File: config.mk
export PLATFORM = sky130hd
export DESIGN_NAME = gbe_back_flat
export DESIGN_NICKNAME = d
export VERILOG_FILES = /design/src/gbe_pkg.sv /design/src/gbe_if.sv /design/src/gbe_back.sv /design/src/flat_wrapper.sv
export SDC_FILE = /design/constraint.sdc
export NUM_CORES = 2
export LEC_CHECK = 0
export ABC_AREA = 1
export BUFFER_PORTS_ARGS = -buffer_cell sky130_fd_sc_hd__buf_4
export CORE_ASPECT_RATIO = 0.9
export CORE_MARGIN = 2
export CORE_UTILIZATION = 62
export DETAILED_ROUTE_END_ITERATION = 6
export PLACE_DENSITY = 0.8
export RECOVER_POWER = 25
export SLEW_MARGIN = 20
export SYNTH_ARGS = -nofsm -noshare
export SYNTH_HDL_FRONTEND = slang
export SYNTH_SLANG_ARGS = --single-unit
File: constraint.sdc
create_clock -name clock -period 14 [get_ports clock]
set_clock_uncertainty 0.05 [all_clocks]
set_input_delay 2.8 -clock clock [delete_from_list [all_inputs] [get_ports clock]]
set_output_delay 2.8 -clock clock [all_outputs]
set_load 0.03 [all_outputs]
File: src/gbe_pkg.sv
// Shared types, constants and helper functions for the beta estimator.
`default_nettype none

package gbe_pkg;

   localparam int PIX_W       = 8;
   localparam int CFG_W       = 12;
   localparam int SUM_W       = 44;
   localparam int DIST_W      = 18;
   localparam int BETA_W      = 56;
   localparam int BETA_SHIFT  = 31;
   localparam int QUEUE_DEPTH = 2;
   localparam int QUEUE_PTR_W = (QUEUE_DEPTH > 1) ? $clog2(QUEUE_DEPTH) : 1;
   localparam int QUEUE_CNT_W = $clog2(QUEUE_DEPTH + 1);

   localparam logic [CFG_W-1:0] FRAME_WIDTH_RESET  = 12'd640;
   localparam logic [CFG_W-1:0] FRAME_HEIGHT_RESET = 12'd480;

   typedef enum logic [0:0] {
      CSR_FRAME_WIDTH  = 1'b0,
      CSR_FRAME_HEIGHT = 1'b1
   } csr_index_type;

   typedef enum logic [1:0] {
      BACK_ACCUM  = 2'd0,
      BACK_DIVIDE = 2'd1,
      BACK_FINISH = 2'd2
   } back_state_type;

   typedef struct packed {
      logic [PIX_W-1:0] red;
      logic [PIX_W-1:0] green;
      logic [PIX_W-1:0] blue;
   } pixel_type;

   typedef struct packed {
      logic has_left;
      logic has_up;
      logic has_upright;
      logic last;
   } item_flags_type;

   typedef struct packed {
      pixel_type      pix;
      pixel_type      left;
      pixel_type      upleft;
      pixel_type      up;
      pixel_type      upright;
      item_flags_type flags;
   } gbe_item_type;

   function automatic logic [2*PIX_W-1:0] chan_sq(input logic [PIX_W-1:0] a,
                                                   input logic [PIX_W-1:0] b);
      logic [PIX_W-1:0] d;
      d = (a > b) ? (a - b) : (b - a);
      return (2*PIX_W)'(d) * (2*PIX_W)'(d);
   endfunction

   function automatic logic [DIST_W-1:0] sq_dist(input pixel_type a, input pixel_type b);
      return DIST_W'(chan_sq(a.red, b.red)) + DIST_W'(chan_sq(a.green, b.green))
           + DIST_W'(chan_sq(a.blue, b.blue));
   endfunction

endpackage

`default_nettype wire

File: src/gbe_if.sv
// Valid/ready stream interfaces for the pixel and result channels.
`default_nettype none


interface gbe_rsp_if import gbe_pkg::*; ();
   logic              valid;
   logic              ready;
   logic [BETA_W-1:0] beta_value;
   logic              saturated;

   modport source (output valid, output beta_value, output saturated, input ready);
   modport sink   (input valid, input beta_value, input saturated, output ready);
endinterface

`default_nettype wire

File: src/gbe_back.sv
// Back end: distance accumulation, serial divider and result register.
`default_nettype none

module gbe_back import gbe_pkg::*; #(
   parameter int MAX_WIDTH  = 2048,
   parameter int MAX_HEIGHT = 2048
) (
   input  wire logic                              clock,
   input  wire logic                              reset,
   input  wire logic [$clog2(MAX_WIDTH+1)-1:0]    width,
   input  wire logic [$clog2(MAX_HEIGHT+1)-1:0]   height,
   input  wire logic                              pop_valid,
   input  gbe_item_type                           pop_item,
   output logic                                   pop_ready,
   gbe_rsp_if.source                              rsp_if
);

   localparam int    DW        = $clog2(MAX_WIDTH + 1);
   localparam int    HW        = $clog2(MAX_HEIGHT + 1);
   localparam int    PRW       = DW + HW;
   localparam longint PAIRS_MAX = 64'(4) * 64'(MAX_WIDTH - 1) * 64'(MAX_HEIGHT - 1)
                                + 64'(MAX_WIDTH) + 64'(MAX_HEIGHT) - 64'(2);
   localparam int    PW        = $clog2(PAIRS_MAX + 1);
   localparam int    NW        = PW + BETA_SHIFT;
   localparam int    CW        = $clog2(NW);
   localparam int    TW        = DIST_W + 2;

   back_state_type     state_ff, state_in;
   logic               a_valid_ff, a_valid_in;
   logic               a_last_ff, a_last_in;
   logic [DIST_W-1:0]  a_dist_ff [4];
   logic [DIST_W-1:0]  a_dist_in [4];
   logic [SUM_W-1:0]   sum_ff, sum_in;
   logic [SUM_W-1:0]   div_ff, div_in;
   logic [SUM_W-1:0]   rem_ff, rem_in;
   logic [NW-1:0]      quo_ff, quo_in;
   logic [CW-1:0]      cnt_ff, cnt_in;
   logic [PRW-1:0]     prod_ff, prod_in;
   logic               out_valid_ff, out_valid_in;
   logic [BETA_W-1:0]  beta_ff, beta_in;
   logic               sat_ff, sat_in;

   logic               pop;
   logic               out_free;
   logic               out_load;
   logic               div_step;
   logic [TW-1:0]      total;
   logic [SUM_W:0]     acc;
   logic [SUM_W-1:0]   sum_sat;
   logic [PW-1:0]      pairs;
   logic [SUM_W:0]     trial;
   logic               ge;
   logic [NW+BETA_W-1:0] quo_x;
   logic               quo_over;
   logic [DW-1:0]      wm1;
   logic [HW-1:0]      hm1;

   assign wm1     = width - DW'(1);
   assign hm1     = height - HW'(1);
   assign prod_in = PRW'(wm1) * PRW'(hm1);
   assign pairs   = PW'({prod_ff, 2'b00}) + PW'(width) + PW'(height) - PW'(2);

   assign total   = TW'(a_dist_ff[0]) + TW'(a_dist_ff[1]) + TW'(a_dist_ff[2])
                  + TW'(a_dist_ff[3]);
   assign acc     = {1'b0, sum_ff} + (SUM_W+1)'(total);
   assign sum_sat = acc[SUM_W] ? '1 : acc[SUM_W-1:0];

   assign trial    = {rem_ff, quo_ff[NW-1]};
   assign ge       = trial >= {1'b0, div_ff};
   assign quo_x    = (NW+BETA_W)'(quo_ff);
   assign quo_over = |quo_x[NW+BETA_W-1:BETA_W];

   assign out_free = !out_valid_ff || rsp_if.ready;
   assign pop      = pop_valid && pop_ready;

   always_comb begin
      pop_ready = 1'b0;
      div_step  = 1'b0;
      out_load  = 1'b0;
      unique case (state_ff)
         BACK_ACCUM:  pop_ready = !(a_valid_ff && a_last_ff);
         BACK_DIVIDE: div_step  = 1'b1;
         BACK_FINISH: out_load  = out_free;
      endcase
   end

   always_comb begin
      state_in = state_ff;
      unique case (state_ff)
         BACK_ACCUM: begin
            if (a_valid_ff && a_last_ff) begin
               state_in = (sum_sat == '0) ? BACK_FINISH : BACK_DIVIDE;
            end
         end
         BACK_DIVIDE: begin
            if (cnt_ff == CW'(NW - 1)) begin
               state_in = BACK_FINISH;
            end
         end
         BACK_FINISH: begin
            if (out_free) begin
               state_in = BACK_ACCUM;
            end
         end
      endcase
   end

   always_comb begin
      a_valid_in   = pop;
      a_last_in    = a_last_ff;
      a_dist_in    = a_dist_ff;
      sum_in       = sum_ff;
      div_in       = div_ff;
      rem_in       = rem_ff;
      quo_in       = quo_ff;
      cnt_in       = cnt_ff;
      out_valid_in = out_valid_ff && !rsp_if.ready;
      beta_in      = beta_ff;
      sat_in       = sat_ff;

      if (pop) begin
         a_last_in    = pop_item.flags.last;
         a_dist_in[0] = pop_item.flags.has_left
                      ? sq_dist(pop_item.pix, pop_item.left) : '0;
         a_dist_in[1] = (pop_item.flags.has_left && pop_item.flags.has_up)
                      ? sq_dist(pop_item.pix, pop_item.upleft) : '0;
         a_dist_in[2] = pop_item.flags.has_up
                      ? sq_dist(pop_item.pix, pop_item.up) : '0;
         a_dist_in[3] = pop_item.flags.has_upright
                      ? sq_dist(pop_item.pix, pop_item.upright) : '0;
      end

      if (a_valid_ff) begin
         if (a_last_ff) begin
            sum_in = '0;
            div_in = sum_sat;
            rem_in = '0;
            cnt_in = '0;
            quo_in = (sum_sat == '0) ? '0 : {pairs, {BETA_SHIFT{1'b0}}};
         end else begin
            sum_in = sum_sat;
         end
      end

      if (div_step) begin
         rem_in = ge ? SUM_W'(trial - {1'b0, div_ff}) : SUM_W'(trial);
         quo_in = {quo_ff[NW-2:0], ge};
         cnt_in = cnt_ff + CW'(1);
      end

      if (out_load) begin
         out_valid_in = 1'b1;
         beta_in      = quo_over ? '1 : quo_x[BETA_W-1:0];
         sat_in       = quo_over;
      end
   end

   always_ff @(posedge clock) begin
      if (reset) begin
         state_ff     <= BACK_ACCUM;
         a_valid_ff   <= 1'b0;
         a_last_ff    <= 1'b0;
         sum_ff       <= '0;
         out_valid_ff <= 1'b0;
      end else begin
         state_ff     <= state_in;
         a_valid_ff   <= a_valid_in;
         a_last_ff    <= a_last_in;
         sum_ff       <= sum_in;
         out_valid_ff <= out_valid_in;
      end
   end

   always_ff @(posedge clock) begin
      a_dist_ff <= a_dist_in;
      div_ff    <= div_in;
      rem_ff    <= rem_in;
      quo_ff    <= quo_in;
      cnt_ff    <= cnt_in;
      prod_ff   <= prod_in;
      beta_ff   <= beta_in;
      sat_ff    <= sat_in;
   end

   assign rsp_if.valid      = out_valid_ff;
   assign rsp_if.beta_value = beta_ff;
   assign rsp_if.saturated  = sat_ff;

endmodule

`default_nettype wire

File: src/flat_wrapper.sv
// flat-port wrapper written by rule: the top's interface ports become plain ports
module gbe_back_flat import gbe_pkg::*;
#(
   parameter int MAX_WIDTH  = 2048,
   parameter int MAX_HEIGHT = 2048
)
  (clock, reset, width, height, pop_valid, pop_item, pop_ready, rsp_if_valid, rsp_if_beta_value, rsp_if_saturated, rsp_if_ready);
  gbe_rsp_if rsp_if_i ();
  input  wire logic clock;
  input  wire logic reset;
  input  wire logic [$clog2(MAX_WIDTH+1)-1:0] width;
  input  wire logic [$clog2(MAX_HEIGHT+1)-1:0] height;
  input  wire logic pop_valid;
  input  gbe_item_type pop_item;
  output logic pop_ready;
  output wire logic [$bits(rsp_if_i.valid)-1:0] rsp_if_valid;
  output wire logic [$bits(rsp_if_i.beta_value)-1:0] rsp_if_beta_value;
  output wire logic [$bits(rsp_if_i.saturated)-1:0] rsp_if_saturated;
  input wire logic [$bits(rsp_if_i.ready)-1:0] rsp_if_ready;
  assign rsp_if_valid = rsp_if_i.valid;
  assign rsp_if_beta_value = rsp_if_i.beta_value;
  assign rsp_if_saturated = rsp_if_i.saturated;
  assign rsp_if_i.ready = rsp_if_ready;
  gbe_back #(.MAX_WIDTH(MAX_WIDTH), .MAX_HEIGHT(MAX_HEIGHT)) u_core (.clock(clock), .reset(reset), .width(width), .height(height), .pop_valid(pop_valid), .pop_item(pop_item), .pop_ready(pop_ready), .rsp_if(rsp_if_i));
endmodule
# Word level (Yosys, flattened, before mapping)
# Index checks and enable logic that the tools add are counted.
[op_classes] add_sub_neg=43 n_mul=13 div=0 order_cmp=13 eq_ne=6 shifts=0 muxes=34 bitwise_logic=0 n_reduce_logical=15
[ops] op="44-bit two-way mux" n=6
[ops] op="55-bit two-way mux" n=4
[ops] op="8-bit by 8-bit multiplier with 16-bit output" n=12
[ops] op="8-bit subtractor" n=24
[ops] op="8-bit > comparator" n=12
[ops] op="8-bit two-way mux" n=12
[ops] op="18-bit by 16-bit adder with 18-bit output" n=4
[ops] op="16-bit by 16-bit adder with 17-bit output" n=4
[ops] op="24-bit by 12-bit adder with 24-bit output" n=2
[ops] op="44-bit by 20-bit adder with 45-bit output" n=1
[ops] op="45-bit by 44-bit >= comparator with 1-bit output" n=1
[ops] op="44-bit logical NOT" n=1
[ops] op="44-bit subtractor" n=1
[ops] op="20-bit by 18-bit adder with 20-bit output" n=2
[ops] op="12-bit by 1-bit subtractor with 12-bit output (second input constant)" n=2
[ops] op="24-bit by 2-bit subtractor with 24-bit output (second input constant)" n=1
[ops] op="12-bit by 12-bit multiplier with 22-bit output" n=1
[ops] op="18-bit by 18-bit adder with 19-bit output" n=1
[ops] op="6-bit two-way mux" n=3
[ops] op="2-bit two-way mux" n=4
[ops] op="6-bit by 1-bit adder with 6-bit output (second input constant)" n=1
[ops] op="6-bit == test (second input constant)" n=1
[ops] op="2-bit by 1-bit inequality test with 1-bit output (second input constant)" n=3
[ops] op="2-bit one-hot mux with 3 select lines" n=1
[ops] op="10 further kinds" n=20
[totals] register_bits=347 latchBits=0 mem_bits_rw=0 rom_bits=0 in_bits=152 out_inout_bits=59 wordCells=139 n_memories=0

# Longest topological paths before layout
[depth] word_depth=10 mapped_depth=49 ltp_nobuf=48

# Least setup slack after synthesis
# No wires, ideal clock.
[synth_path] path_kind="input to register" from="input pop_item[116] in the netlist's numbering" to="register u_core.a_dist_ff[51] in the netlist's numbering (data pin)" setup_time_ns=0.253 arrival_time_ns=12.313 required_ns=13.697 path_slack_ns=1.384 path_stages=43 n_path_buf=0 path_cell_list="inv_1 ha_1 fa_1 o21ai_0 nand2_1 o211ai_1 nand2_2 o21ai_0 xor2_1 inv_1 fa_1 inv_1 fa_1 fa_1 inv_1 fa_1 fa_1 inv_1 [7 not listed] fa_1 inv_1 fa_1 inv_1 fa_1 inv_1 ha_1 nand2_1 o21ai_0 a21boi_0 nor2_1 nor2_1 o21bai_1 nand2_1 o21ai_0 nand2_1 nand2_1 nor2_1"
[synth_via] elab_chain_len=5 elab_cells_between_ends=7 cone_classes="4 x add/sub; 1 x mul; 1 x order compare; 1 x mux"
[synth_rtl] element="start, declared" line_no="flat_wrapper.sv:14" text="input gbe_item_type pop_item;"
[synth_rtl] element="8-bit subtractor / 8-bit > comparator (equally long branches)" line_no="gbe_pkg.sv:55" text="d = (a > b) ? (a - b) : (b - a);"
[synth_rtl] element="8-bit two-way mux *" line_no="gbe_pkg.sv:55"
[synth_rtl] element="8-bit by 8-bit multiplier with 16-bit output *" line_no="gbe_pkg.sv:56" text="return (2*PIX_W)'(d) * (2*PIX_W)'(d);"
[synth_rtl] element="16-bit by 16-bit adder with 17-bit output *" line_no="gbe_pkg.sv:60" text="return DIST_W'(chan_sq(a.red, b.red)) + DIST_W'(chan_sq(a.green, b.green))"
[synth_rtl] element="18-bit by 16-bit adder with 18-bit output *" line_no="gbe_pkg.sv:61" text="+ DIST_W'(chan_sq(a.blue, b.blue));"
[synth_rtl] element="end signal, assigned" line_no="gbe_back.sv:175" text="a_dist_ff <= a_dist_in;"
[synth_rtl] element="end, declared" line_no="gbe_back.sv:31" text="logic [DIST_W-1:0] a_dist_ff [4];"
# Mark *: on every way between the ends. The rest lies on a longest branch, timed or not.
# A chain may end at the register's enable or synchronous reset.

# Worst setup path after layout
[layout_path] from="input pop_item[117] in the netlist's numbering" to="register u_core.a_dist_ff[51] in the netlist's numbering (data pin)"
# Same word-level chain as after synthesis.

==> impl_metrics.env <==
export IMPL_viasPerCell=5.44
export IMPL_hold_class="register to register"
export IMPL_slew_violations=221
export IMPL_setup_violations=0
export IMPL_ant_nets=0
export IMPL_worst_ep_arrival_time_ps=13480
export IMPL_nets=8811
export IMPL_worst_slew_pin_transition_ps=4370
export IMPL_post_dp_hpwl_um=124000
export IMPL_io_pins=211
export IMPL_critPathKind="primary input to register"
export IMPL_cp_depth=45
export IMPL_initial_core_util_pct=62.6
export IMPL_gr_total_overflow=0
export IMPL_grt_start_max_net_pins=103
export IMPL_cap_viol_max_count=4
export IMPL_syn_inst=7091
export IMPL_reg2reg_from="u_core.a_dist_ff[36]"
export IMPL_cts_reportedPaths_clkPinSlew_ps=70
export IMPL_die_y_um=289
export IMPL_cp_start_kind="primary input"
export IMPL_rsz0062_at_grt="false"
export IMPL_r2r_worst_path_cells=37
export IMPL_crit_family="adder cells"
export IMPL_worst_path_buf_inv=10
export IMPL_ys_types=64
export IMPL_antenna_found_initial=14
export IMPL_async_reset_ff_share_pct=0
export IMPL_cp_end_kind="register"
export IMPL_fmax_ghz=0.0757
export IMPL_cp_startpoint="pop_item[117]"
export IMPL_cts_hold_buf=0
export IMPL_grt_pass1_vias=46200
export IMPL_wire_per_inst_um=17.1
export IMPL_period_share_pct=94.4
export IMPL_postCtsSetupBuffers=0
export IMPL_design_core_area_um2=89400
export IMPL_min_period_ps=13220
export IMPL_via_count=46200
export IMPL_synth_edf_count=276
export IMPL_cts_resized=0
export IMPL_clkLatencyLatePin_ps=560
export IMPL_io_buffers=208
export IMPL_dr_pass1_iters=5
export IMPL_status="complete, but fails checks"
export IMPL_first_iter_violations=3450
export IMPL_reg2reg_to="u_core.quo_ff[48]"
export IMPL_ys_flop_type="edfxtp_1"
export IMPL_crit_fanout=9
export IMPL_crit_end="u_core.a_dist_ff[51]"
export IMPL_max_stage_delay_ps=560
export IMPL_dieArea_um2=92600
export IMPL_cts_tree="done"
export IMPL_crit_top_cell="fa_1"
export IMPL_cts_buffers=36
export IMPL_grt_pass1_wl_um=234000
export IMPL_drive_gt1_share_pct=5.17
export IMPL_wl_um=145000
export IMPL_violations="max-capacitance violations, max-slew violations"
export IMPL_syn2layout_area_growth_pct=7.19
export IMPL_yosysWarnings=0
export IMPL_clockBufferDepth=3
export IMPL_cts_max_level=2
export IMPL_grtUsageTotal_pct=31.5
export IMPL_slew_headroom_pct=-191
export IMPL_timing_reg2reg_setup_slack_ps=5720
export IMPL_ctsRootBufferMaster="clkbuf_16"
export IMPL_tns_ps=0
export IMPL_row_count=104
export IMPL_syn_area_per_cell_um2=7.89
export IMPL_synth_seq_cells=347
export IMPL_synth_seq_area_share_pct=17.4
export IMPL_crit_required_ps=14260
export IMPL_hold_viol_final=0
export IMPL_die_x_um=321
export IMPL_netlist_area_um2=55900
export IMPL_gp_congestion=1.01
export IMPL_drc_errors=0
export IMPL_cts_sinks=347
export IMPL_slowest_stage="fa_1"
[routing by layer]
| layer | share of wire [%] | global-route usage (%) | wire, um |
|---|---|---|---|
| met5 | 0.066 | 0 | 96 |
| met4 | 4.2 | 11.8 | 6090 |
| met3 | 6.5 | 4.31 | 9510 |
| met2 | 47 | 53.8 | 67900 |
| met1 | 42 | 40.8 | 61600 |
[stage by stage]
step | utilization [%] | instances | setup slack, ps | hold WS (ps) | instance area (um^2)
final | 67.1 | 8481 | 782 | 394 | 59900
after global routing | 67.0 | 8476 | 84.7 | 404 | 59900
after CTS | 67.1 | 8476 | 873 | 395 | 60000
after detailed placement | 65.8 | 8413 | 283 | 382 | 58800
after global placement | 65.8 | 8413 | 530 | 379 | 58800
after floorplan | - | 7092 | 1380 | 376 | 55900
[worst min-delay path by stage]
stage / from / to / slack (ps) / cells after the start
2_1_floorplan: u_core.quo_ff[52] / u_core.rsp_if.beta_value[52] / 380 / 0
3_3_place_gp: u_core.quo_ff[2] / u_core.rsp_if.beta_value[2] / 380 / 0
3_5_place_dp: u_core.quo_ff[45] / u_core.rsp_if.beta_value[45] / 380 / 0
4_1_cts: u_core.quo_ff[53] / u_core.rsp_if.beta_value[53] / 400 / 0
5_1_grt: u_core.quo_ff[20] / u_core.rsp_if.beta_value[20] / 400 / 0
6_report: u_core.quo_ff[53] / u_core.rsp_if.beta_value[53] / 390 / 0
[registers in the layout, summed over array words and instances, names as in the netlist, 2 cells and up]
register / count
u_core.rsp_if.beta_value: 55
u_core.rem_ff: 44
u_core.div_ff: 44
u_core.cnt_ff: 6
u_core.quo_ff: 55
u_core.a_dist_ff: 72
u_core.prod_ff: 22
u_core.sum_ff: 44
u_core.state_ff: 2
[cell families (layout without fill, tap and decap cells)]
logic type,count (synthesis),after routing,synth area share (%)
and+or+nand+nor,2198,2198,16.0
adders and majority gates,1374,1374,39.1
muxes,20,20,0.358
xor gates and xnor gates,308,308,4.88
buffers and inverters,1844,2062,12.5
AOI/OAI and AO/OA,999,999,9.85
DFF,347,347,17.4
other,1,7,0.00670
[cell usage in the layout, fill, tap and decap left out, types with 42 or more instances in the layout]
cell type     n
a21oi_1     504
buf_4       239
dfxtp_1      71
edfxtp_1    276
fa_1        621
ha_1        753
inv_1      1714
nand2_1    1188
nand3_1     191
nand4_1      44
nor2_1      653
nor3_1       42
o21ai_0     279
xnor2_1      93
xor2_1      211
[cell type report]
| class | count | area, um^2 |
|---|---|---|
| fill | 7550 | 29400 |
| antenna | 5 | 12.5 |
| timing repair buffer | 242 | 1810 |
| clock buffer | 43 | 948 |
| clock inverter | 20 | 179 |
| tap | 1166 | 1460 |
| sequential | 347 | 9710 |
| multi-input combinational | 4901 | 39200 |
| inverter | 1757 | 6600 |
[synthesized netlist by cell type (5+ instances only)]
cell	instances	area, um^2
inv_1	1715	6440
nand2_1	1189	4460
ha_1	753	9420
nor2_1	654	2450
fa_1	621	12400
a21oi_1	505	2530
o21ai_0	279	1400
edfxtp_1	276	8290
xor2_1	211	1850
nand3_1	191	956
xnor2_1	93	815
dfxtp_1	71	1420
clkbuf_1	47	176
nand4_1	44	275
nor3_1	42	210
buf_2	28	140
o21bai_1	28	210
o211ai_1	26	195
o21ai_1	25	125
inv_2	24	90.1
o221ai_1	24	210
a31oi_1	22	138
mux2i_1	20	200
clkinv_1	18	67.6
o21a_1	16	120
o31ai_1	14	105
nor2_2	13	81.3
a21o_1	12	90.1
nand2_2	11	68.8
a211oi_1	10	75.1
a21boi_0	10	75.1
nor4_1	10	62.6
or2_2	10	62.6
a221oi_1	9	78.8
nand3b_1	9	67.6
and2_1	5	31.3
buf_4	5	37.5
nand3_2	5	50.1
Power is not shown: default switching activity piles up to over one toggle a cycle in this logic, so the estimate is an artifact.
