$ cat config.mk
export PLATFORM = sky130hd
export DESIGN_NAME = gbe_queue
export DESIGN_NICKNAME = d
export VERILOG_FILES = /design/src/gbe_pkg.sv /design/src/gbe_queue.sv
export SDC_FILE = /design/constraint.sdc
export NUM_CORES = 1
export LEC_CHECK = 0
export BUFFER_PORTS_ARGS = -buffer_cell sky130_fd_sc_hd__clkbuf_2
export CAP_MARGIN = 30
export CORE_UTILIZATION = 52
export DETAILED_ROUTE_END_ITERATION = 16
export PLACE_DENSITY_LB_ADDON = 0.12
export SYNTH_ARGS = -nofsm -noshare
export SYNTH_HDL_FRONTEND = slang
export SYNTH_SLANG_ARGS = --single-unit
export TNS_END_PERCENT = 1
$ cat constraint.sdc
create_clock -name clock -period 5.52 [get_ports clock]
set_input_delay 0.276 -clock clock [delete_from_list [all_inputs] [get_ports clock]]
set_output_delay 0.276 -clock clock [all_outputs]
set_load 0.01 [all_outputs]
$ cat src/gbe_pkg.sv
// Shared types, constants and helper functions for the beta estimator.
`default_nettype none

package gbe_pkg;

   localparam int PIX_W       = 8;
   localparam int CFG_W       = 12;
   localparam int SUM_W       = 44;
   localparam int DIST_W      = 18;
   localparam int BETA_W      = 56;
   localparam int BETA_SHIFT  = 31;
   localparam int QUEUE_DEPTH = 2;
   localparam int QUEUE_PTR_W = (QUEUE_DEPTH > 1) ? $clog2(QUEUE_DEPTH) : 1;
   localparam int QUEUE_CNT_W = $clog2(QUEUE_DEPTH + 1);

   localparam logic [CFG_W-1:0] FRAME_WIDTH_RESET  = 12'd640;
   localparam logic [CFG_W-1:0] FRAME_HEIGHT_RESET = 12'd480;

   typedef enum logic [0:0] {
      CSR_FRAME_WIDTH  = 1'b0,
      CSR_FRAME_HEIGHT = 1'b1
   } csr_index_type;

   typedef enum logic [1:0] {
      BACK_ACCUM  = 2'd0,
      BACK_DIVIDE = 2'd1,
      BACK_FINISH = 2'd2
   } back_state_type;

   typedef struct packed {
      logic [PIX_W-1:0] red;
      logic [PIX_W-1:0] green;
      logic [PIX_W-1:0] blue;
   } pixel_type;

   typedef struct packed {
      logic has_left;
      logic has_up;
      logic has_upright;
      logic last;
   } item_flags_type;

   typedef struct packed {
      pixel_type      pix;
      pixel_type      left;
      pixel_type      upleft;
      pixel_type      up;
      pixel_type      upright;
      item_flags_type flags;
   } gbe_item_type;

   function automatic logic [2*PIX_W-1:0] chan_sq(input logic [PIX_W-1:0] a,
                                                   input logic [PIX_W-1:0] b);
      logic [PIX_W-1:0] d;
      d = (a > b) ? (a - b) : (b - a);
      return (2*PIX_W)'(d) * (2*PIX_W)'(d);
   endfunction

   function automatic logic [DIST_W-1:0] sq_dist(input pixel_type a, input pixel_type b);
      return DIST_W'(chan_sq(a.red, b.red)) + DIST_W'(chan_sq(a.green, b.green))
           + DIST_W'(chan_sq(a.blue, b.blue));
   endfunction

endpackage

`default_nettype wire

$ cat src/gbe_queue.sv
// Short FIFO between the front end and the back end.
`default_nettype none

module gbe_queue import gbe_pkg::*; (
   input  wire logic   clock,
   input  wire logic   reset,
   input  wire logic   push_valid,
   input  gbe_item_type push_item,
   output logic        push_ready,
   output logic        pop_valid,
   output gbe_item_type pop_item,
   input  wire logic   pop_ready
);

   gbe_item_type           slot_ff [QUEUE_DEPTH];
   logic [QUEUE_PTR_W-1:0] wr_ptr_ff, wr_ptr_in;
   logic [QUEUE_PTR_W-1:0] rd_ptr_ff, rd_ptr_in;
   logic [QUEUE_CNT_W-1:0] count_ff, count_in;
   logic                   push;
   logic                   pop;

   assign push_ready = (count_ff != QUEUE_CNT_W'(QUEUE_DEPTH));
   assign pop_valid  = (count_ff != '0);
   assign pop_item   = slot_ff[rd_ptr_ff];
   assign push       = push_valid && push_ready;
   assign pop        = pop_valid && pop_ready;

   always_comb begin
      wr_ptr_in = wr_ptr_ff;
      rd_ptr_in = rd_ptr_ff;
      count_in  = count_ff;
      if (push) begin
         wr_ptr_in = (wr_ptr_ff == QUEUE_PTR_W'(QUEUE_DEPTH - 1)) ? '0
                   : (wr_ptr_ff + QUEUE_PTR_W'(1));
      end
      if (pop) begin
         rd_ptr_in = (rd_ptr_ff == QUEUE_PTR_W'(QUEUE_DEPTH - 1)) ? '0
                   : (rd_ptr_ff + QUEUE_PTR_W'(1));
      end
      if (push && !pop) begin
         count_in = count_ff + QUEUE_CNT_W'(1);
      end else if (pop && !push) begin
         count_in = count_ff - QUEUE_CNT_W'(1);
      end
   end

   always_ff @(posedge clock) begin
      if (reset) begin
         wr_ptr_ff <= '0;
         rd_ptr_ff <= '0;
         count_ff  <= '0;
      end else begin
         wr_ptr_ff <= wr_ptr_in;
         rd_ptr_ff <= rd_ptr_in;
         count_ff  <= count_in;
      end
   end

   always_ff @(posedge clock) begin
      if (push) begin
         slot_ff[wr_ptr_ff] <= push_item;
      end
   end

endmodule

`default_nettype wire

Word-level counts from Yosys, hierarchy flattened

Memory sizes are Yosys's and may differ from the RTL's. A register that Yosys moved wholly into a read port is not among the register bits.
Index checks and enable logic that the tools add are counted.

Flip-flop bits (word level): 4
Bits in writable memories: 248
Input port bits: 128
Output and inout port bits: 126
Logic and storage cells: 25
Memories kept: 1

Add/subtract/negate cells: 4
Eq/ne operators: 1
Muxes and demuxes: 8
Reductions and logical operators: 8

Memories:

| memory  | depth | bits a word | rd ports | clocked after Yosys merged registers in | wr ports | RTL line        | source |
|---|---|---|---|---|---|---|---|
| slot_ff | 2     | 124         | 1        | 1                                       | 1        | gbe_queue.sv:15 | `gbe_item_type slot_ff [QUEUE_DEPTH];` |

Operators with widths:

| kind                                                               | number |
|---|---|
| 1-bit two-way mux                                                  | 6 |
| 1-bit logical AND                                                  | 4 |
| 2-bit two-way mux                                                  | 2 |
| 2-bit nonzero test                                                 | 2 |
| 1-bit adder, second input constant                                 | 2 |
| 2-bit by 1-bit adder with 2-bit output, second input constant      | 1 |
| 1-bit logical NOT                                                  | 2 |
| 2-bit != test, second input constant                               | 1 |
| 2-bit by 1-bit subtractor with 2-bit output, second input constant | 1 |

Depth between registers and ports, before layout

Gate-level depths: netlist of run 1.

Word-level depth: 6
Gate-level depth with buffers: 6
Gate-level depth less buffers: 6

Worst setup path before layout of run 1

OpenSTA, ideal clock, no wires.

Kind: register to register
From: reg count_ff[0]
To: mem slot_ff[1][0] (netlist bit) (enable)
Library setup time: 0.498 ns
Data arrival time: 3.546 ns
Required time: 5.022 ns
Slack: 1.476 ns
Stages on the path, launching flop included: 3
Path buffers: 0
Period minus slack after synthesis: 4.044 ns
Cells stage by stage: dfxtp_1 nand2b_1 and3_1

Word-level cells in the longest chain between the ends: 4

Ends and longest elaborated chain:

| item                                    | RTL line        | source |
|---|---|---|
| start: declaration                      | gbe_queue.sv:18 | `logic [QUEUE_CNT_W-1:0] count_ff, count_in;` |
| start signal: assignment                | gbe_queue.sv:55 | `count_ff <= count_in;` |
| 2-bit != test                           | gbe_queue.sv:22 | `assign push_ready = (count_ff != QUEUE_CNT_W'(QUEUE_DEPTH));` |
| net push_ready                          | gbe_queue.sv:9  | `output logic push_ready,` |
| 1-bit logical AND                       | gbe_queue.sv:25 | `assign push = push_valid && push_ready;` |
| 1-bit two-way mux                       | gbe_queue.sv:60 | `if (push) begin` |
| 1-bit two-way mux (implied by the code) | gbe_queue.sv:61 | `slot_ff[wr_ptr_ff] <= push_item;` |
| end: declaration                        | gbe_queue.sv:15 |  |

The timed path passes the listed nets, and every way through them passes these cells.

==> reports/qor.csv, run 1 <==
stage;metric;value;unit
run_status;outcome;finished clean;
global_route;first_global_vias;5391;
drt;drt-initial-drc-count;208;
setup_path;critical_path_required;5240;ps
setup_path;cp_top_family;buffers and inverters;
setup_path;crit_type;register to primary output;
drt;wl_met3;1.76;mm
drt;wl_per_cell;17.7;µm
die;num_io_pins;254;
die;start_util;53.9;%
clock_tree;post_cts_buffers;0;
pwr;p_per_area;434;nW/µm²
clock_tree;clk_pin_slew;60;ps
setup_path;crit_slowest_cell;dfxtp_4;
layout;seq_area;7550;µm²
timing;period_minus_slack;2620;ps
setup_path;crit_arrival;2340;ps
timing;setup_viol;0;
setup_path;slowest_delay;500;ps
drt;via_per_inst;4.96;
die;dieArea;18600;µm²
drt;firstDrtPassIters;4;
global_route;grt_overflow;0;
drt;wl_met2;9.19;mm
layout;post-route-util;75.0;%
timing;fin_skew;13.9;ps
layout;multi_input_area;1750;µm²
drt;drc;0;
layout;area_growth;39.2;%
clock_tree;cts-root-buf;clkbuf_16;
placement;routabilityCongestion;0.763;
synth;synth-warning-count;0;
clock_tree;cts_buffer_depth;3;
pwr;leakagePower;5.14;nW
setup_path;cp_cell_sequence;buf_16 -> buf_12 -> mux2_2 -> clkbuf_2;
global_route;grt_pass1_wl;27.5;mm
placement;dp_hpwl;11.3;mm
layout;drive_above_1_share;51.5;%
die;rows;48;
layout;layout.nets;936;
setup_path;worst-path-buf-inv;3;
synth;syn_nets;539;
die;die_x;137;µm
clock_tree;htree_num_levels;1;
synth;ys_types;19;
clock_tree;clock_sinks;253;
min_path;hp-class;input pin to register;
timing;finalHoldViolCount;0;
layout;final_cell_mix;clkbuf_2, edfxtp_1, dlygate4sd3_1;
synth;seq_area_frac_synth;80.2;%
layout;final_common_cell;clkbuf_2;
setup_path;startpoint_type;register;
global_route;track_usage;19.6;%
clock_tree;clk_latency;510;ps
synth;syn_inst;410;
timing;period_share;47.4;%
global_route;grt_max_degree;70;
timing;max_freq;382;MHz
layout;fillers;1053;
drt;highest-signal-layer;met4;
timing;rsz0062_at_grt;no;
layout;final_area;13100;µm²
synth;ys_ff_latch;253;
die;die_h;137;µm
timing;max_slew.worst_pin.slew;572;ps
drt;drt_wl_total;18.6;mm
placement;io_buffer_count;253;
timing;setup_tns;0;ps
timing;maxSlewHeadroom;61.9;%
timing;slew_viol_final;0;
setup_path;cp-end-kind;primary output;
global_route;antenna_found_initial;0;
die;core_area;17500;µm²
placement;placed_cell_area;10900;µm²
drt;vias;5207;
synth;syn_area_per_cell;23.0;µm²
drt;ant_nets;0;
clock_tree;cts_made_buffers;25;
clock_tree;cts_tree;done;
layout;diodes;0;
synth;netlist_area;9410;µm²
pwr;ir_worst_vdd;0.415;mV
drt;drt-met1-wl;7.28;mm
setup_path;path_max_fanout;56;
flow_run;max_cap_violations;0;
==> area by class of cell <==
cell class	count	share of cell area (%)
clock buffers	37	5.50
clock inverters	8	1.25
inverters	1	0.0477
multi-input cells	142	13.3
flip-flops and latches	253	57.6
well taps	225	2.15
repair buffers	384	20.1
==> sequential cells by signal, summed over array words and instances (netlist names), named ones only <==
name / cells
count_ff: 2
rd_ptr_ff: 1
slot_ff: 248
wr_ptr_ff: 1
==> metal layers <==
metal / track usage, % / up-vias
met5: 0 / -
met1: 23.9 / 2535
met4: 5.93 / 0
met3: 6.33 / 33
li1: - / 2423
met2: 33.2 / 216
==> worst paths after layout <==
path / startpoint / end / slack [ps] / depth (start not counted)
min: push_valid / wr_ptr_ff / 120 / 3
max: register / pop_item[110] / 2900 / 4
max reg2reg: count_ff[0] / slot_ff[0][69] / 3080 / 5
min reg2reg: rd_ptr_ff / register / 510 / 2
==> Yosys cell counts <==
cell / count / share of area (%)
or3_1: 1 / 0.067
a21oi_1: 2 / 0.11
inv_1: 1 / 0.040
buf_6: 8 / 0.96
ha_1: 1 / 0.13
mux2_4: 60 / 9.6
nand2b_1: 1 / 0.067
edfxtp_1: 248 / 79
dfxtp_1: 5 / 1.1
a21bo_2: 1 / 0.11
o21ai_0: 2 / 0.11
or2_2: 1 / 0.067
buf_2: 6 / 0.32
and3_1: 1 / 0.067
xor2_1: 3 / 0.28
and2_1: 1 / 0.067
mux2_2: 64 / 7.7
nand3b_1: 1 / 0.080
nor2_1: 3 / 0.12
==> tightest hold or removal path, cell delays in order <==
cell	delay (ps)
clkbuf_2	110
a21bo_2	120
a21oi_1	70
==> report_power, final <==
group          total [mW]  switching (mW)  internal [mW]
registers            2.48          0.0795           2.40
logic                1.43           0.706          0.719
clock network        1.78           0.653           1.13
==> through the flow <==
stage	setup slack (ps)	instances	hold slack [ps]	power, mW
6_report	2900	1050	124	5.69
5_1_grt	2790	1050	114	5.93
4_1_cts	2610	1049	96.3	5.72
3_5_place_dp	3100	879	468	3.87
3_3_place_gp	2910	877	465	3.82
2_1_floorplan	1480	410	345	3.42
==> kinds of logic after synthesis <==
family          Yosys count  share of synthesized area [%]
fa+ha+maj                 1                          0.133
xor+xnor                  3                          0.279
compound gates            5                          0.319
flops                   253                           80.2
mux                     124                           17.2
buf+inv                  15                           1.32
simple gates              9                          0.532
==> timing repair <==
item	in CTS	in global routing
resized for setup	0	0
hold buffers	125	0
hold endpoints to repair	253	0
(Power assumes the default switching activity.)
==> run 2, diff against run 1 <==
- CORE_UTILIZATION: 52 -> 47
- clock period: 5.52 -> 2.1 ns (I/O delays scaled with it)
==> reports/qor.csv, run 2 (synthesized netlist as in run 1, its figures left out) <==
stage;metric;value;unit;change
placement;io_buffer_count;253;;unchanged
timing;fin_skew;7.40;ps;-6.52 ps
drt;firstDrtPassIters;4;;unchanged
global_route;antenna_found_initial;0;;unchanged
timing;setup_viol;0;;unchanged
clock_tree;cts_tree;done;;
clock_tree;post_cts_buffers;0;;unchanged
min_path;hp-class;input pin to register;;
setup_path;crit_arrival;1870;ps;-470 ps
timing;max_slew.worst_pin.slew;502;ps;-70.2 ps
clock_tree;clk_pin_slew;60;ps;about the same
timing;max_freq;505;MHz;
clock_tree;clk_latency;520;ps;about the same
setup_path;cp-end-kind;primary output;;
placement;dp_hpwl;11.3;mm;about the same
drt;drt_wl_total;18.4;mm;-1.1%
timing;slew_viol_final;0;;unchanged
pwr;power;14.4;mW;+150%
timing;maxSlewHeadroom;66.6;%;+4.7 points
pwr;comb_power_share;26.4;%;+1.3 points
pwr;ir_worst_vdd;0.775;mV;+87%
layout;layout.nets;941;;+0.53%
die;num_io_pins;254;;unchanged
pwr;leakagePower;5.10;nW;-0.76%
pwr;internal_power;10.7;mW;+150%
die;dieArea;20600;µm²;+10%
drt;wl_per_cell;16.8;µm;-5.3%
layout;final_common_cell;clkbuf_2;;
clock_tree;cts-root-buf;clkbuf_16;;
pwr;p_switching;3.78;mW;+160%
global_route;grt_overflow;0;;unchanged
pwr;p_per_area;1100;nW/µm²;+150%
timing;period_minus_slack;1980;ps;
layout;regMostFlops;slot_ff;;
setup_path;critical_path_required;2000;ps;-3240 ps
timing;period_share;94.3;%;
drt;ant_nets;0;;unchanged
layout;largest_reg_flops;248;;unchanged
clock_tree;htree_num_levels;1;;unchanged
layout;final_cell_mix;clkbuf_2, edfxtp_1, dlygate4sd3_1;;
setup_path;r2r_cells;3;;-2
die;die_h;144;µm;+5.1%
pwr;pwr-share-seq;44.8;%;+1.2 points
clock_tree;cts_buffer_depth;3;;unchanged
setup_path;path_max_fanout;76;;+36%
timing;setup_tns;0;ps;unchanged
clock_tree;cts_made_buffers;26;;+4.0%
drt;drt-initial-drc-count;224;;+7.7%
timing;rsz0062_at_grt;no;;
drt;vias;5181;;-0.50%
placement;routabilityCongestion;0.746;;-2.2%
die;start_util;48.2;%;-5.7 points
setup_path;startpoint_type;register;;
layout;drive_above_1_share;50.7;%;-0.79 points
die;rows;51;;+6.3%
die;core_area;19500;µm²;+12%
layout;area_growth;39.2;%;about the same
global_route;grt_max_degree;77;;+10%
pwr;switching_share;26.2;%;+0.87 points
global_route;track_usage;17.5;%;-2.1 points
drt;via_per_inst;4.72;;-4.8%
flow_run;max_cap_violations;0;;unchanged
clock_tree;clock_sinks;253;;unchanged
pwr;pwr-share-clk;28.8;%;-2.6 points
drt;drc;0;;unchanged
timing;finalHoldViolCount;0;;unchanged
min_path;whs_path_depth;4;;+1
run_status;outcome;finished clean;;
setup_path;crit_type;register to primary output;;
layout;reg.largest.list;slot_ff: 248 flops, count_ff: 2 flops;;
clock_tree;ctsResizeCount;0;;unchanged
global_route;first_global_vias;5405;;+0.26%
die;die_x;144;µm;+5.1%
layout;fillers;1371;;+30%
global_route;grt_pass1_wl;27.5;mm;+0.17%
layout;diodes;0;;unchanged
-- run 2: path summary, 6_finish.rpt --
check	slack, ps	start	end
worst max register to register	460	count_ff[0]	slot_ff[1][45]
worst min register to register	550	rd_ptr_ff	rd_ptr_ff
worst max-delay path	120	register	pop_item[122]
worst min-delay path	40	pop_ready	rd_ptr_ff
-- run 2: what timing repair did --
item | in CTS | in global routing
hold buffers | 127 | 0
endpoints found under the setup margin | 0 | 0
endpoints found under the hold margin | 253 | 0
-- run 2: critical path, stage by stage (launching register included) --
cell and delay, ps:
dfxtp_4 370, buf_12 400, mux2_2 410, clkbuf_2 140
-- run 2: cell type report --
cell class | count | area (µm²) | share of cell area (%)
Clock buffer | 44 | 759 | 5.80
Clock inverter | 4 | 16.3 | 0.124
Inverter | 1 | 7.51 | 0.0573
Multi-Input combinational cell | 142 | 1750 | 13.4
Sequential cell | 253 | 7550 | 57.6
Tap cell | 265 | 332 | 2.53
Timing Repair Buffer | 388 | 2690 | 20.5
-- run 2: per-layer routing --
layer	track usage, %	routed length, µm	vias up
met5	0	0	-
met4	5.49	461	0
met3	5.63	1580	39
met2	30.5	9020	192
met1	20.5	7320	2512
li1	-	-	2438
-- run 2: power groups by stage --
stage,clock network (mW),registers [mW],logic [mW]
detailed placement,0,6.59,3.66
CTS,4.25,6.48,3.87
finish,4.16,6.48,3.81
global route,4.45,6.53,4.11
global placement,0,6.54,3.62
floorplan,0,6.56,2.40
-- run 2: metrics by stage --
step                      std cells  instance area [µm²]  utilization [%]  setup WS (ps)  hold WS, ps
after floorplan                 410                 9430                -           -764          170
after global placement          922                11100             56.6            502          294
after detailed placement        922                11100             56.6            437          298
after CTS                      1097                13100             67.1            103         28.3
after global routing           1097                13100             67.1           46.1         78.1
final                          1097                13100             67.1            121         37.3
==> run 3, diff against run 2 <==
- HOLD_SLACK_MARGIN: default -> 0.15
- SKIP_LAST_GASP: default -> 1
==> reports/qor.csv, run 3 (synthesized netlist as in run 1, its figures left out) <==
stage;metric;value;unit;change
run_status;outcome;finished clean;;
timing;maxSlewHeadroom;63.1;%;-3.4 points
drt;firstDrtPassIters;4;;unchanged
global_route;grt_overflow;0;;unchanged
die;die_x;144;µm;unchanged
clock_tree;ctsResizeCount;0;;unchanged
timing;max_slew.worst_pin.slew;553;ps;+51.7 ps
drt;wl_per_cell;16.8;µm;about the same
clock_tree;htree_num_levels;1;;unchanged
clock_tree;cts_hold_buf;128;;+0.79%
drt;drt-initial-drc-count;243;;+8.5%
layout;final_common_cell;clkbuf_2;;
timing;slew_viol_final;0;;unchanged
global_route;antenna_found_initial;0;;unchanged
placement;dpl_worst_slack;437;ps;unchanged
global_route;first_global_vias;5408;;+0.056%
setup_path;startpoint_type;register;;
placement;placed_cell_area;11100;µm²;unchanged
layout;diodes;0;;unchanged
layout;largest_reg_flops;248;;unchanged
timing;setup_viol;0;;unchanged
die;rows;51;;unchanged
placement;routabilityCongestion;0.746;;unchanged
timing;period_minus_slack;1990;ps;+13.5 ps
clock_tree;clk_latency;510;ps;about the same
pwr;power;14.5;mW;about the same
global_route;track_usage;17.5;%;about the same
flow_run;max_cap_violations;0;;unchanged
clock_tree;clk_pin_slew;60;ps;about the same
timing;max_freq;502;MHz;-0.68%
pwr;p_switching;3.79;mW;+0.19%
clock_tree;post_cts_buffers;0;;unchanged
layout;final_cell_mix;clkbuf_2, edfxtp_1, dlygate4sd3_1;;
setup_path;crit_type;register to primary output;;
layout;reg.largest.list;slot_ff: 248 flops, count_ff: 2 flops;;
die;die_h;144;µm;unchanged
clock_tree;cts-root-buf;clkbuf_16;;
setup_path;critical_path_required;2000;ps;about the same
layout;drive_above_1_share;50.7;%;-0.061 points
pwr;internal_power;10.7;mW;about the same
placement;dp.cells;922;;unchanged
drt;vias;5184;;+0.058%
die;dieArea;20600;µm²;unchanged
pwr;ir_worst_vdd;0.835;mV;+7.8%
pwr;pwr-share-seq;44.8;%;about the same
placement;dp_hpwl;11.3;mm;unchanged
clock_tree;cts_tree;done;;
timing;finalHoldViolCount;0;;unchanged
timing;rsz0062_at_grt;no;;
drt;ant_nets;0;;unchanged
setup_path;r2r_slack;470;ps;about the same
setup_path;path_max_fanout;76;;unchanged
global_route;grt_pass1_wl;27.5;mm;+0.12%
pwr;switching_share;26.2;%;+0.032 points
clock_tree;cts_made_buffers;26;;unchanged
timing;timing.final.ws_setup;107;ps;-13.5 ps
drt;drt_wl_total;18.4;mm;about the same
pwr;comb_power_share;26.4;%;about the same
pwr;leakagePower;5.10;nW;about the same
setup_path;cp-end-kind;primary output;;
pwr;p_per_area;1100;nW/µm²;about the same
timing;period_share;94.9;%;+0.64 points
min_path;hp-class;input pin to register;;
layout;regMostFlops;slot_ff;;
timing;fin_skew;6.18;ps;-1.22 ps
layout;area_growth;39.4;%;about the same
timing;hold_ws;320;ps;+282 ps
drt;drc;0;;unchanged
clock_tree;cts_buffer_depth;3;;unchanged
layout;final_area;13100;µm²;about the same
die;start_util;48.2;%;unchanged
setup_path;crit_arrival;1890;ps;+20 ps
global_route;grt_max_degree;77;;unchanged
clock_tree;clock_sinks;253;;unchanged
die;num_io_pins;254;;unchanged
pwr;pwr-share-clk;28.8;%;about the same
die;core_area;19500;µm²;unchanged
layout;fin_cells;1098;;+0.091%
layout;fillers;1369;;-0.15%
placement;io_buffer_count;253;;unchanged
drt;via_per_inst;4.72;;about the same
layout;layout.nets;942;;+0.11%
run 3: changes by cell type in the layout (fill, tap and decap cells not counted):
cell	change
dlygate4sd3_1	+1
run 3: layer usage:
metal  global-route usage [%]  vias to the layer above  routed length (µm)
li1                         -                     2438                   -
met1                     20.7                     2521                7450
met2                     30.5                      188                9000
met3                     5.43                       37                1500
met4                     5.38                        0                 452
met5                        0                        -                   0
run 3: stage by stage:
step	setup TNS (ps)	util [%]
after detailed placement	0	56.6
final	0	67.2
after global routing	0	67.2
after CTS	0	67.2
after floorplan	-145380	-
after global placement	0	56.6
run 3: path summary, 6_finish.rpt:
check / cells past startpoint / to / startpoint
setup reg to reg: 3 / slot_ff[1][45] / count_ff[0]
hold reg to reg: 2 / rd_ptr_ff / rd_ptr_ff
setup / recovery: 3 / pop_item[15] / register
hold / removal: 2 / slot_ff[0][123] / push_item[123]
run 3: critical path, stage by stage (launching register included):
cell	delay, ps
dfxtp_4	370
buf_12	350
mux2_2	410
clkbuf_2	130
run 3: cell type report:
cell class                      count  area [µm²]  area share (%)
Timing Repair Buffer              389        2700            20.5
Tap cell                          265         332            2.53
Clock buffer                       44         759            5.79
Multi-Input combinational cell    142        1750            13.4
Clock inverter                      4        16.3           0.124
Inverter                            1        7.51          0.0572
Sequential cell                   253        7550            57.6
run 3: power by group through the flow:
stage                     combinational, mW  sequential [mW]  clock, mW
final                                  3.82             6.48       4.16
after global routing                   4.11             6.53       4.45
after CTS                              3.87             6.48       4.25
after detailed placement               3.66             6.59          0
after global placement                 3.62             6.54          0
after floorplan                        2.40             6.56          0
